[config.mk]
export PLATFORM = sky130hd
export DESIGN_NAME = rsa_modular_exponentiation
export DESIGN_NICKNAME = d
export VERILOG_FILES = /design/src/design/rsamx_pkg.sv /design/src/design/rsa_modular_exponentiation.sv /design/src/design/rsamx_modadd.sv /design/src/design/rsamx_seq.sv
export SDC_FILE = /design/constraint.sdc
export NUM_CORES = 1
export LEC_CHECK = 0
export BUFFER_PORTS_ARGS = -buffer_cell sky130_fd_sc_hd__buf_2
export CORE_ASPECT_RATIO = 1.4
export CORE_UTILIZATION = 54
export DETAILED_ROUTE_END_ITERATION = 7
export PLACE_DENSITY = 0.76
export SYNTH_ARGS = -nofsm -noshare
export SYNTH_HDL_FRONTEND = slang
export SYNTH_HIERARCHICAL = 1
export SYNTH_SLANG_ARGS = --single-unit
[constraint.sdc]
create_clock -name i_clk -period 17 [get_ports i_clk]
set_input_delay 2.55 -clock i_clk [delete_from_list [all_inputs] [get_ports i_clk]]
set_output_delay 2.55 -clock i_clk [all_outputs]
set_load 0.005 [all_outputs]
[src/design/rsamx_pkg.sv]
`timescale 1ns / 1ps
// Shared types and constants for the RSA modular exponentiation block.
// No dependencies; used by rsamx_modadd, rsamx_seq and the top level.

package rsamx_pkg;

    // Configuration register index width and register map
    localparam int CFG_IDX_W = 2;

    typedef enum logic [CFG_IDX_W-1:0] {
        REG_PUB_EXP = 2'd0,
        REG_PRV_EXP = 2'd1,
        REG_MODULUS = 2'd2
    } t_cfg_idx;

    // Command codes
    localparam logic CMD_ENCRYPT = 1'b0;
    localparam logic CMD_DECRYPT = 1'b1;

    // Control for the shared modular add/double unit
    typedef struct packed {
        logic dbl;     // shift running value left by one
        logic add_en;  // add the addend operand
    } t_unit_ctl;

endpackage

[src/design/rsa_modular_exponentiation.sv]
`timescale 1ns / 1ps
// RSA modular exponentiation, right-to-left square-and-multiply.
// Top level: config registers, sequencer and shared modular step unit.
//
// Usage:
//   Config: write i_cfg_data to register i_cfg_idx when i_cfg_we is high
//   (0 public exponent, 1 private exponent, 2 modulus). Write only while idle.
//   Item in: accepted on a rising edge with start high and busy low.
//   i_command selects encrypt (public exponent) or decrypt (private exponent).
//   Result: o_result_value is valid for exactly one cycle with o_done high.
//   Sequence: the operand is first reduced bit by bit; then, per exponent bit
//   up to the highest set one, a decision step and a square, preceded by a
//   multiply when the bit is set. A modular multiply takes one doubling step
//   per multiplier bit plus one add step per set multiplier bit. The square
//   after the highest set bit is skipped and a final decision step ends the
//   item; a zero exponent goes from the reduction straight to that step. The
//   strobe comes in the same cycle as busy falls.
//   Modulus below two answers 0 on the cycle after start.
//   One item at a time; the next one can be accepted in the strobe cycle.
//   Reset clears the sequencer and loads exponents 0 and modulus 2.
//   The receiver cannot stall; o_done is a one-cycle strobe.

module rsa_modular_exponentiation #(
    parameter int MOD_WIDTH = 16
) (
    input  logic                            i_clk,
    input  logic                            i_rst_n,
    input  logic                            i_cfg_we,
    input  logic [rsamx_pkg::CFG_IDX_W-1:0] i_cfg_idx,
    input  logic [MOD_WIDTH-1:0]            i_cfg_data,
    input  logic                            start,
    input  logic                            i_command,
    input  logic [MOD_WIDTH-1:0]            i_operand_value,
    output logic                            busy,
    output logic                            o_done,
    output logic [MOD_WIDTH-1:0]            o_result_value
);

    localparam logic [MOD_WIDTH-1:0] MOD_RESET = {{(MOD_WIDTH-2){1'b0}}, 2'b10};

    logic [MOD_WIDTH-1:0] r_pub_exp;
    logic [MOD_WIDTH-1:0] r_prv_exp;
    logic [MOD_WIDTH-1:0] r_modulus;

    always_ff @(posedge i_clk) begin
        if (!i_rst_n) begin
            r_pub_exp <= '0;
            r_prv_exp <= '0;
            r_modulus <= MOD_RESET;
        end else if (i_cfg_we) begin
            unique case (i_cfg_idx)
                rsamx_pkg::REG_PUB_EXP: r_pub_exp <= i_cfg_data;
                rsamx_pkg::REG_PRV_EXP: r_prv_exp <= i_cfg_data;
                rsamx_pkg::REG_MODULUS: r_modulus <= i_cfg_data;
                default: ;
            endcase
        end
    end

    logic                 w_start;
    logic [MOD_WIDTH-1:0] w_exp;
    rsamx_pkg::t_unit_ctl w_ctl;
    logic [MOD_WIDTH-1:0] w_acc;
    logic [MOD_WIDTH-1:0] w_addend;
    logic [MOD_WIDTH-1:0] w_mod;
    logic [MOD_WIDTH-1:0] w_unit_res;

    assign w_start = start && !busy;
    assign w_exp   = (i_command == rsamx_pkg::CMD_DECRYPT) ? r_prv_exp : r_pub_exp;

    rsamx_seq #(
        .WIDTH (MOD_WIDTH)
    ) u_seq (
        .i_clk      (i_clk),
        .i_rst_n    (i_rst_n),
        .i_start    (w_start),
        .i_exp      (w_exp),
        .i_mod      (r_modulus),
        .i_operand  (i_operand_value),
        .i_unit_res (w_unit_res),
        .o_ctl      (w_ctl),
        .o_acc      (w_acc),
        .o_addend   (w_addend),
        .o_mod      (w_mod),
        .o_busy     (busy),
        .o_done     (o_done),
        .o_result   (o_result_value)
    );

    rsamx_modadd #(
        .WIDTH (MOD_WIDTH)
    ) u_modadd (
        .i_ctl    (w_ctl),
        .i_acc    (w_acc),
        .i_addend (w_addend),
        .i_mod    (w_mod),
        .o_res    (w_unit_res)
    );

    // Finishing an item always issues its result
    a_fall_done: assert property (@(posedge i_clk) disable iff (!i_rst_n)
        $fell(busy) |-> o_done)
        else $error("busy dropped without a result strobe");

    // A result is only issued from idle
    a_done_idle: assert property (@(posedge i_clk) disable iff (!i_rst_n)
        o_done |-> !busy)
        else $error("result strobe while busy");

    // An accepted item either starts work or answers at once
    a_accept: assert property (@(posedge i_clk) disable iff (!i_rst_n)
        (start && !busy) |=> (busy || o_done))
        else $error("accepted item neither started nor answered");

endmodule

[src/design/rsamx_modadd.sv]
`timescale 1ns / 1ps
// Shared modular step unit: res = ((dbl ? 2*acc : acc) + (add_en ? addend : 0)) mod n.
// Needs acc < n and addend < n (or addend <= 1 with dbl). Uses rsamx_pkg.

module rsamx_modadd #(
    parameter int WIDTH = 16
) (
    input  rsamx_pkg::t_unit_ctl i_ctl,
    input  logic [WIDTH-1:0]     i_acc,
    input  logic [WIDTH-1:0]     i_addend,
    input  logic [WIDTH-1:0]     i_mod,
    output logic [WIDTH-1:0]     o_res
);

    logic [WIDTH:0] w_base;
    logic [WIDTH:0] w_add;
    logic [WIDTH:0] w_sum;
    logic [WIDTH:0] w_diff;

    always_comb begin
        w_base = i_ctl.dbl ? {i_acc, 1'b0} : {1'b0, i_acc};
        w_add  = i_ctl.add_en ? {1'b0, i_addend} : '0;
        w_sum  = w_base + w_add;
        w_diff = w_sum - {1'b0, i_mod};
        // sum stays below 2n, so one conditional subtract reduces it
        if (w_sum >= {1'b0, i_mod}) begin
            o_res = w_diff[WIDTH-1:0];
        end else begin
            o_res = w_sum[WIDTH-1:0];
        end
    end

endmodule

[src/design/rsamx_seq.sv]
`timescale 1ns / 1ps
// Sequencer for square-and-multiply: operand reduction, then interleaved
// double/add modular multiplies on one shared unit. Uses rsamx_pkg.

module rsamx_seq #(
    parameter int WIDTH = 16
) (
    input  logic                 i_clk,
    input  logic                 i_rst_n,
    input  logic                 i_start,
    input  logic [WIDTH-1:0]     i_exp,
    input  logic [WIDTH-1:0]     i_mod,
    input  logic [WIDTH-1:0]     i_operand,
    input  logic [WIDTH-1:0]     i_unit_res,
    output rsamx_pkg::t_unit_ctl o_ctl,
    output logic [WIDTH-1:0]     o_acc,
    output logic [WIDTH-1:0]     o_addend,
    output logic [WIDTH-1:0]     o_mod,
    output logic                 o_busy,
    output logic                 o_done,
    output logic [WIDTH-1:0]     o_result
);

    localparam int CNT_W = $clog2(WIDTH);
    localparam logic [CNT_W-1:0] CNT_MAX = CNT_W'(WIDTH - 1);
    localparam logic [WIDTH-1:0] ONE = {{(WIDTH-1){1'b0}}, 1'b1};

    typedef enum logic [4:0] {
        S_IDLE   = 5'b00001,
        S_REDUCE = 5'b00010,
        S_NEXT   = 5'b00100,
        S_DBL    = 5'b01000,
        S_ADD    = 5'b10000
    } t_state;

    t_state r_state, n_state;
    logic r_done, n_done;
    logic [WIDTH-1:0] r_result, n_result;
    logic [WIDTH-1:0] r_mod, n_mod;
    logic [WIDTH-1:0] r_exp, n_exp;      // remaining exponent bits
    logic [WIDTH-1:0] r_base, n_base;
    logic [WIDTH-1:0] r_accum, n_accum;
    logic [WIDTH-1:0] r_mr, n_mr;        // running remainder
    logic [WIDTH-1:0] r_mb, n_mb;        // multiplier bits, msb first
    logic [WIDTH-1:0] r_ma, n_ma;        // multiplicand
    logic [CNT_W-1:0] r_cnt, n_cnt;
    logic r_sq, n_sq;                    // current multiply is the squaring

    always_comb begin
        n_state  = r_state;
        n_done   = 1'b0;
        n_result = r_result;
        n_mod    = r_mod;
        n_exp    = r_exp;
        n_base   = r_base;
        n_accum  = r_accum;
        n_mr     = r_mr;
        n_mb     = r_mb;
        n_ma     = r_ma;
        n_cnt    = r_cnt;
        n_sq     = r_sq;
        unique case (r_state) inside
            S_IDLE: begin
                if (i_start) begin
                    if (i_mod[WIDTH-1:1] == '0) begin
                        // modulus 0 or 1: everything is congruent to 0
                        n_done   = 1'b1;
                        n_result = '0;
                    end else begin
                        n_mod   = i_mod;
                        n_exp   = i_exp;
                        n_accum = ONE;
                        n_mr    = '0;
                        n_mb    = i_operand;
                        n_cnt   = CNT_MAX;
                        n_state = S_REDUCE;
                    end
                end
            end
            S_REDUCE: begin
                n_mr = i_unit_res;
                n_mb = r_mb << 1;
                if (r_cnt == '0) begin
                    n_base  = i_unit_res;
                    n_state = S_NEXT;
                end else begin
                    n_cnt = r_cnt - 1'b1;
                end
            end
            S_NEXT: begin
                if (r_exp == '0) begin
                    n_done   = 1'b1;
                    n_result = r_accum;
                    n_state  = S_IDLE;
                end else begin
                    n_mr    = '0;
                    n_cnt   = CNT_MAX;
                    n_ma    = r_base;
                    n_state = S_DBL;
                    if (r_exp[0]) begin
                        n_mb = r_accum;
                        n_sq = 1'b0;
                    end else begin
                        n_mb = r_base;
                        n_sq = 1'b1;
                    end
                end
            end
            S_DBL, S_ADD: begin
                n_mr = i_unit_res;
                if (r_state == S_DBL && r_mb[WIDTH-1]) begin
                    n_state = S_ADD;
                end else begin
                    n_mb    = r_mb << 1;
                    n_state = S_DBL;
                    if (r_cnt != '0) begin
                        n_cnt = r_cnt - 1'b1;
                    end else if (!r_sq) begin
                        n_accum = i_unit_res;
                        if (r_exp[WIDTH-1:1] == '0) begin
                            // no higher bits: the last squaring is not needed
                            n_exp   = '0;
                            n_state = S_NEXT;
                        end else begin
                            n_mr  = '0;
                            n_cnt = CNT_MAX;
                            n_ma  = r_base;
                            n_mb  = r_base;
                            n_sq  = 1'b1;
                        end
                    end else begin
                        n_base  = i_unit_res;
                        n_exp   = r_exp >> 1;
                        n_state = S_NEXT;
                    end
                end
            end
            default: begin
                n_state = S_IDLE;
            end
        endcase
    end

    always_ff @(posedge i_clk) begin
        if (!i_rst_n) begin
            r_state <= S_IDLE;
            r_done  <= 1'b0;
        end else begin
            r_state <= n_state;
            r_done  <= n_done;
        end
    end

    always_ff @(posedge i_clk) begin
        r_result <= n_result;
        r_mod    <= n_mod;
        r_exp    <= n_exp;
        r_base   <= n_base;
        r_accum  <= n_accum;
        r_mr     <= n_mr;
        r_mb     <= n_mb;
        r_ma     <= n_ma;
        r_cnt    <= n_cnt;
        r_sq     <= n_sq;
    end

    always_comb begin
        o_ctl.dbl    = (r_state == S_REDUCE) || (r_state == S_DBL);
        o_ctl.add_en = (r_state == S_REDUCE) || (r_state == S_ADD);
        o_addend     = (r_state == S_REDUCE) ? {{(WIDTH-1){1'b0}}, r_mb[WIDTH-1]} : r_ma;
    end

    assign o_acc    = r_mr;
    assign o_mod    = r_mod;
    assign o_busy   = (r_state != S_IDLE);
    assign o_done   = r_done;
    assign o_result = r_result;

endmodule
**After elaboration in Yosys (flattened, before gate mapping)**

Index checks and enable logic that the tools add are counted.

- Logic and storage cells: 153
- Register bits: 187

- Magnitude comparators: 1
- Multiplexer cells: 79
- Bitwise operators: 1
- Add/sub/neg operators: 3
- Equality and inequality tests: 23
- Reductions and logical operators: 31

Operator list:

| operator | number |
|---|---|
| two-way mux 16 bit | 42 |
| case mux 16 bit (2 select lines) | 5 |
| case mux 16 bit (4 select lines) | 2 |
| two-way mux 4 bit | 11 |
| logical NOT 15 bit | 2 |
| two-way mux 5 bit | 5 |
| case mux 5 bit (4 select lines) | 1 |
| != test 2 bit (second input constant) | 9 |
| AND reduction 6 bit | 3 |
| adder 17 x 16 -> 17 bit | 1 |
| >= comparator 17 x 16 -> 1 bit | 1 |
| two-way mux 17 bit | 1 |
| logical NOT 16 bit | 1 |
| case mux 4 bit (4 select lines) | 1 |
| subtractor 16 bit | 1 |
| AND reduction 4 bit | 3 |
| AND reduction 5 bit | 2 |
| two-way mux 1 bit | 9 |
| AND reduction 8 bit | 1 |
| nonzero test 2 bit | 4 |
| nonzero test 4 bit | 2 |
| != test 2 x 1 -> 1 bit (second input constant) | 3 |
| AND reduction 2 bit | 3 |
| AND reduction 3 bit | 2 |
| other kinds (20) | 23 |

**Logic depth before layout (Yosys ltp)**

- Word-level depth: 11
- Mapped depth: 24

**Cells and area by module**

Netlist, hierarchy kept.

By module, submodules not included:

| module | cells an instance | times used | area an instance (sq um) |
|---|---|---|---|
| rsamx_seq | 493 | 1 | 6,208.5 |
| rsamx_modadd | 309 | 1 | 2,349.8 |
| rsa_modular_exponentiation | 196 | 1 | 2,047.0 |

**Worst setup path after synthesis**

Ideal clock, no wire load.

- Kind: reg2reg
- Start: reg u_seq.r_state[3]
- End: reg u_seq.r_accum[10] (data pin)
- Required time: 16.745 ns
- Library setup time: 0.255 ns
- Clock period less this slack: 5.524 ns
- Slack: 11.476 ns
- Data arrival time: 5.269 ns
- Stages on the path, launching flop included: 24
- Cell sequence: dfxtp_1 -> clkbuf_1 -> buf_2 -> xnor2_1 -> nor4_1 -> clkbuf_8 -> clkbuf_1 -> nor2b_1 -> ha_1 -> fa_1 -> a211oi_2 -> nor2_1 -> a31oi_1 -> nand2_1 -> o311a_2 -> ha_1 -> nand4_1 -> nor3_1 -> a221oi_1 -> o211ai_2 -> nor4_4 -> buf_8 -> mux2_4 -> and3_1

RTL lines:

| element | RTL line | source |
|---|---|---|
| start: declaration | rsamx_seq.sv:36 | `t_state r_state, n_state;` |
| start signal: assignment | rsamx_seq.sv:149 | `r_state <= n_state;` |
| end signal: assignment | rsamx_seq.sv:159 | `r_accum <= n_accum;` |
| end: declaration | rsamx_seq.sv:42 | `logic [WIDTH-1:0] r_accum, n_accum;` |

==> results.cfg <==
[status]
status = complete, no violations

[setup_path]
cpMostUsedCell = sky130_fd_sc_hd__ha_1
timing.setup.critical_path_class = register to register
slowest_stage = sky130_fd_sc_hd__o311ai_0
cp-endpoint = u_seq/r_accum[5]
reg2reg_setup_slack_ns = 10.64
slowest_delay_ns = 0.72
cp-startpoint = u_seq/r_state[1]
cp_num_cells = 20
worst_ep_arrival_time_ns = 6.55
start_kind = register
setup.worst_path.end_class = register
regToRegStartpoint = u_seq/r_state[1]
crit_path_leading_delay_family = compound AO/OA/AOI/OAI gates
timing.critical_path.buf_inv = 1
regToRegEndpoint = u_seq/r_accum[5]
reg2regPathDepth = 20
cp_max_fo = 16
timing.critical_path.cells = xor2_1 > nand2_1 > nor2_1 > and2_1 > ha_1 > fa_1 > a211oi_2 > o21bai_1 > a21oi_1 > o21a_1 > o311ai_0 > ha_1 > nand3_1 > nor3_2 > a221oi_1 > o211ai_2 > nor4_4 > buf_4 > mux2_2 > and3_1
required_ns = 17.20

[clocking]
clock_insertion_delay_worst_skew_ns = 0.44
cts_sinks = 187
h-tree-depth = 4
clk_root_buffer_cell = sky130_fd_sc_hd__clkbuf_16
cts_bufs_inserted = 17
cts-resized-gates = 0
clk_pin_slew_worst_paths_ns = 0.07
cts.hold.buffers_added = 0
clock_tree_from_tritoncts = done
max-clock-path-buffers = 2
cts_setup_buffers = 0

[power_and_ir_drop]
peakVddDrop_mv = 0.0723
p_leak_nw = 4.74
cellPowerDensity_nw_per_um2 = 138
post-layout-total-power_mw = 1.59

[detailed_routing]
met2WireLength_um = 13600
wl_met1_um = 9620
vias = 7715
wirelength_um = 25600
route.antenna.remaining_nets = 0
drt_pass1_iterations = 5
detail_route.drc_violations = 0
wire_per_inst_um = 19.8
drtIter0Drc = 531
vias_per_cell = 5.98
top_signal_layer_used = met4
wl_met3_um = 913

[sta]
unrepaired_setup_endpoints_after_global_routing = no
finalSetupViolations = 0
totalNegativeSetupSlack_ns = 0
hold_viol_final = 0
largest_clock_skew_in_the_final_design_ns = 0.0129
timing.slew.headroom_pct = 26.1
period_needed_ns = 6.36
max_clock_freq_mhz = 157
worstMarginPinSlew_ns = 1.11
slew_viol_final = 0
min_period_over_period_pct = 37.4

[synth]
post_synth_and_or_nand_nor_area_fraction_pct = 19.1
postSynth.topFlopCell = sky130_fd_sc_hd__edfxtp_1
syn_area_sq_um = 10600
synthAdderAreaFrac_pct = 4.39
post_synth_xor_area_fraction_pct = 2.06
synth_top_family_by_area = simple AND/OR/NAND/NOR gates
synth-compound-area-share_pct = 10.3
synth-warning-count = 6
synth_fp_nets = 1073
synth.ff_latch_count = 187
synth_area_per_cell_sq_um = 10.6
synth_enable_flop_cells = 133
synth_seq_area_share_pct = 47.9
muxShareOfSynthArea_pct = 11.2
postSynth.asyncResetShare_pct = 0
synthCells = 998
unique_masters_post_synth = 78

[grt]
grt_start_max_net_pins = 71
grt.overflow.total = 0
gr-usage-all-layers_pct = 26.3
number_of_antenna_violations_at_the_first_check_in_global_routing = 0
grt_first_pass_wirelength_um = 40400
grt_pass1_vias = 7599

[floorplan]
fp.dieH_um = 168
fp.coreArea_sq_um = 19200
num_rows = 60
die-width_um = 120
initial_core_util_pct = 55.2
design.die.area_sq_um = 20200
ios = 57

[final_layout]
antenna_cells = 0
layout.nets = 1105
syn_to_final_growth_pct = 8.73
layout-drive-gt1-share_pct = 17.1

[flow_run]
drv.max_cap_violation_count = 0

[hold_path]
hold_path.class = register to register
min_from = r_modulus[0]

[placed_design]
place.port_buffers = 56
hpwl_um = 18400
gpl_wtd_cong = 0.947
[how the worst min path moves through the flow]
stage	slack, ns	cells after the start	endpoint
floorplan	0.41	0	u_seq/o_mod[0]
global placement	0.41	0	u_seq/o_mod[0]
detailed placement	0.42	0	u_seq/o_mod[0]
CTS	0.44	0	u_seq/o_mod[0]
global route	0.45	0	u_seq/o_mod[0]
finish	0.43	0	u_seq/o_mod[0]
[cell usage in the layout, fill, tap and decap left out, types with 34 or more instances in the layout]
cell type	n
sky130_fd_sc_hd__and2_1	53
sky130_fd_sc_hd__and3_1	35
sky130_fd_sc_hd__buf_2	56
sky130_fd_sc_hd__dfxtp_1	54
sky130_fd_sc_hd__edfxtp_1	133
sky130_fd_sc_hd__ha_1	34
sky130_fd_sc_hd__mux2_2	37
sky130_fd_sc_hd__mux2i_1	64
sky130_fd_sc_hd__nand2_1	158
sky130_fd_sc_hd__nor2_1	47
[flip-flops by register name, indices dropped and copies added, names as in the netlist, 4 cells and up]
name,count
r_pub_exp,16
u_seq/r_cnt,4
u_seq/r_state,5
u_seq/r_accum,16
u_seq/o_result,16
u_seq/o_acc,16
u_seq/o_mod,16
r_prv_exp,16
u_seq/r_base,16
u_seq/r_ma,16
u_seq/r_mb,16
r_modulus,16
u_seq/r_exp,16
[worst register-to-register path: stages (launching register included)]
cell and delay, ns:
sky130_fd_sc_hd__dfxtp_1 0.62, sky130_fd_sc_hd__xor2_1 0.24, sky130_fd_sc_hd__nand2_1 0.07, sky130_fd_sc_hd__nor2_1 0.66, sky130_fd_sc_hd__and2_1 0.25, sky130_fd_sc_hd__ha_1 0.22, sky130_fd_sc_hd__fa_1 0.28, sky130_fd_sc_hd__a211oi_2 0.11
sky130_fd_sc_hd__o21bai_1 0.14, sky130_fd_sc_hd__a21oi_1 0.14, sky130_fd_sc_hd__o21a_1 0.20, sky130_fd_sc_hd__o311ai_0 0.72, sky130_fd_sc_hd__ha_1 0.46, sky130_fd_sc_hd__nand3_1 0.23, sky130_fd_sc_hd__nor3_2 0.09, sky130_fd_sc_hd__a221oi_1 0.32
sky130_fd_sc_hd__o211ai_2 0.20, sky130_fd_sc_hd__nor4_4 0.26, sky130_fd_sc_hd__buf_4 0.33, sky130_fd_sc_hd__mux2_2 0.42, sky130_fd_sc_hd__and3_1 0.16
[layer usage]
| metal | global-route usage [%] | vias up |
|---|---|---|
| met5 | 0 | - |
| met4 | 16.7 | 0 |
| met3 | 4.20 | 75 |
| met2 | 47.1 | 240 |
| met1 | 28.6 | 3705 |
| li1 | - | 3695 |
[kinds of logic after synthesis]
kind of cell | count (synthesis)
AO/OA/AOI/OAI | 147
buffers and inverters | 89
AND/OR/NAND/NOR | 404
adder cells (fa/ha/maj) | 36
multiplexers | 110
XOR/XNOR | 25
flip-flops | 187
[report_power, final]
group	total, mW	switching (mW)	internal, mW
clock	0.413	0.194	0.219
combinational	0.551	0.326	0.225
sequential	0.624	0.0406	0.584
[cells in the mapped netlist, drive strengths merged (22+ instances only)]
master    n  area, sq um
a21oi    28          140
and2     55          347
and3     37          234
buf      38          317
dfxtp    54         1080
edfxtp  133         3990
ha       34          425
inv      31          116
mux2     46          552
mux2i    64          641
nand2   158          593
nand3    30          150
nor2     48          180
o21ai    22          110
[layout make-up]
type | count | area (sq um)
Clock buffer | 18 | 450
Clock inverter | 14 | 166
Fill cell | 1666 | 7690
Inverter | 31 | 116
Multi-Input combinational cell | 722 | 5020
Sequential cell | 187 | 5070
Tap cell | 248 | 310
Timing Repair Buffer | 71 | 393
[per-stage QoR]
step	util [%]	hold WS [ns]	worst slack [ns]	area, sq um	instances
global placement	56.8	0.413	10.89	10900	1259
CTS	60.0	0.436	10.77	11500	1291
finish	60.0	0.432	10.64	11500	1291
detailed placement	56.8	0.424	10.80	10900	1259
global route	60.0	0.450	10.32	11500	1291
floorplan	-	0.408	11.48	10600	998
Note: power is estimated with default switching activity, not from simulation.
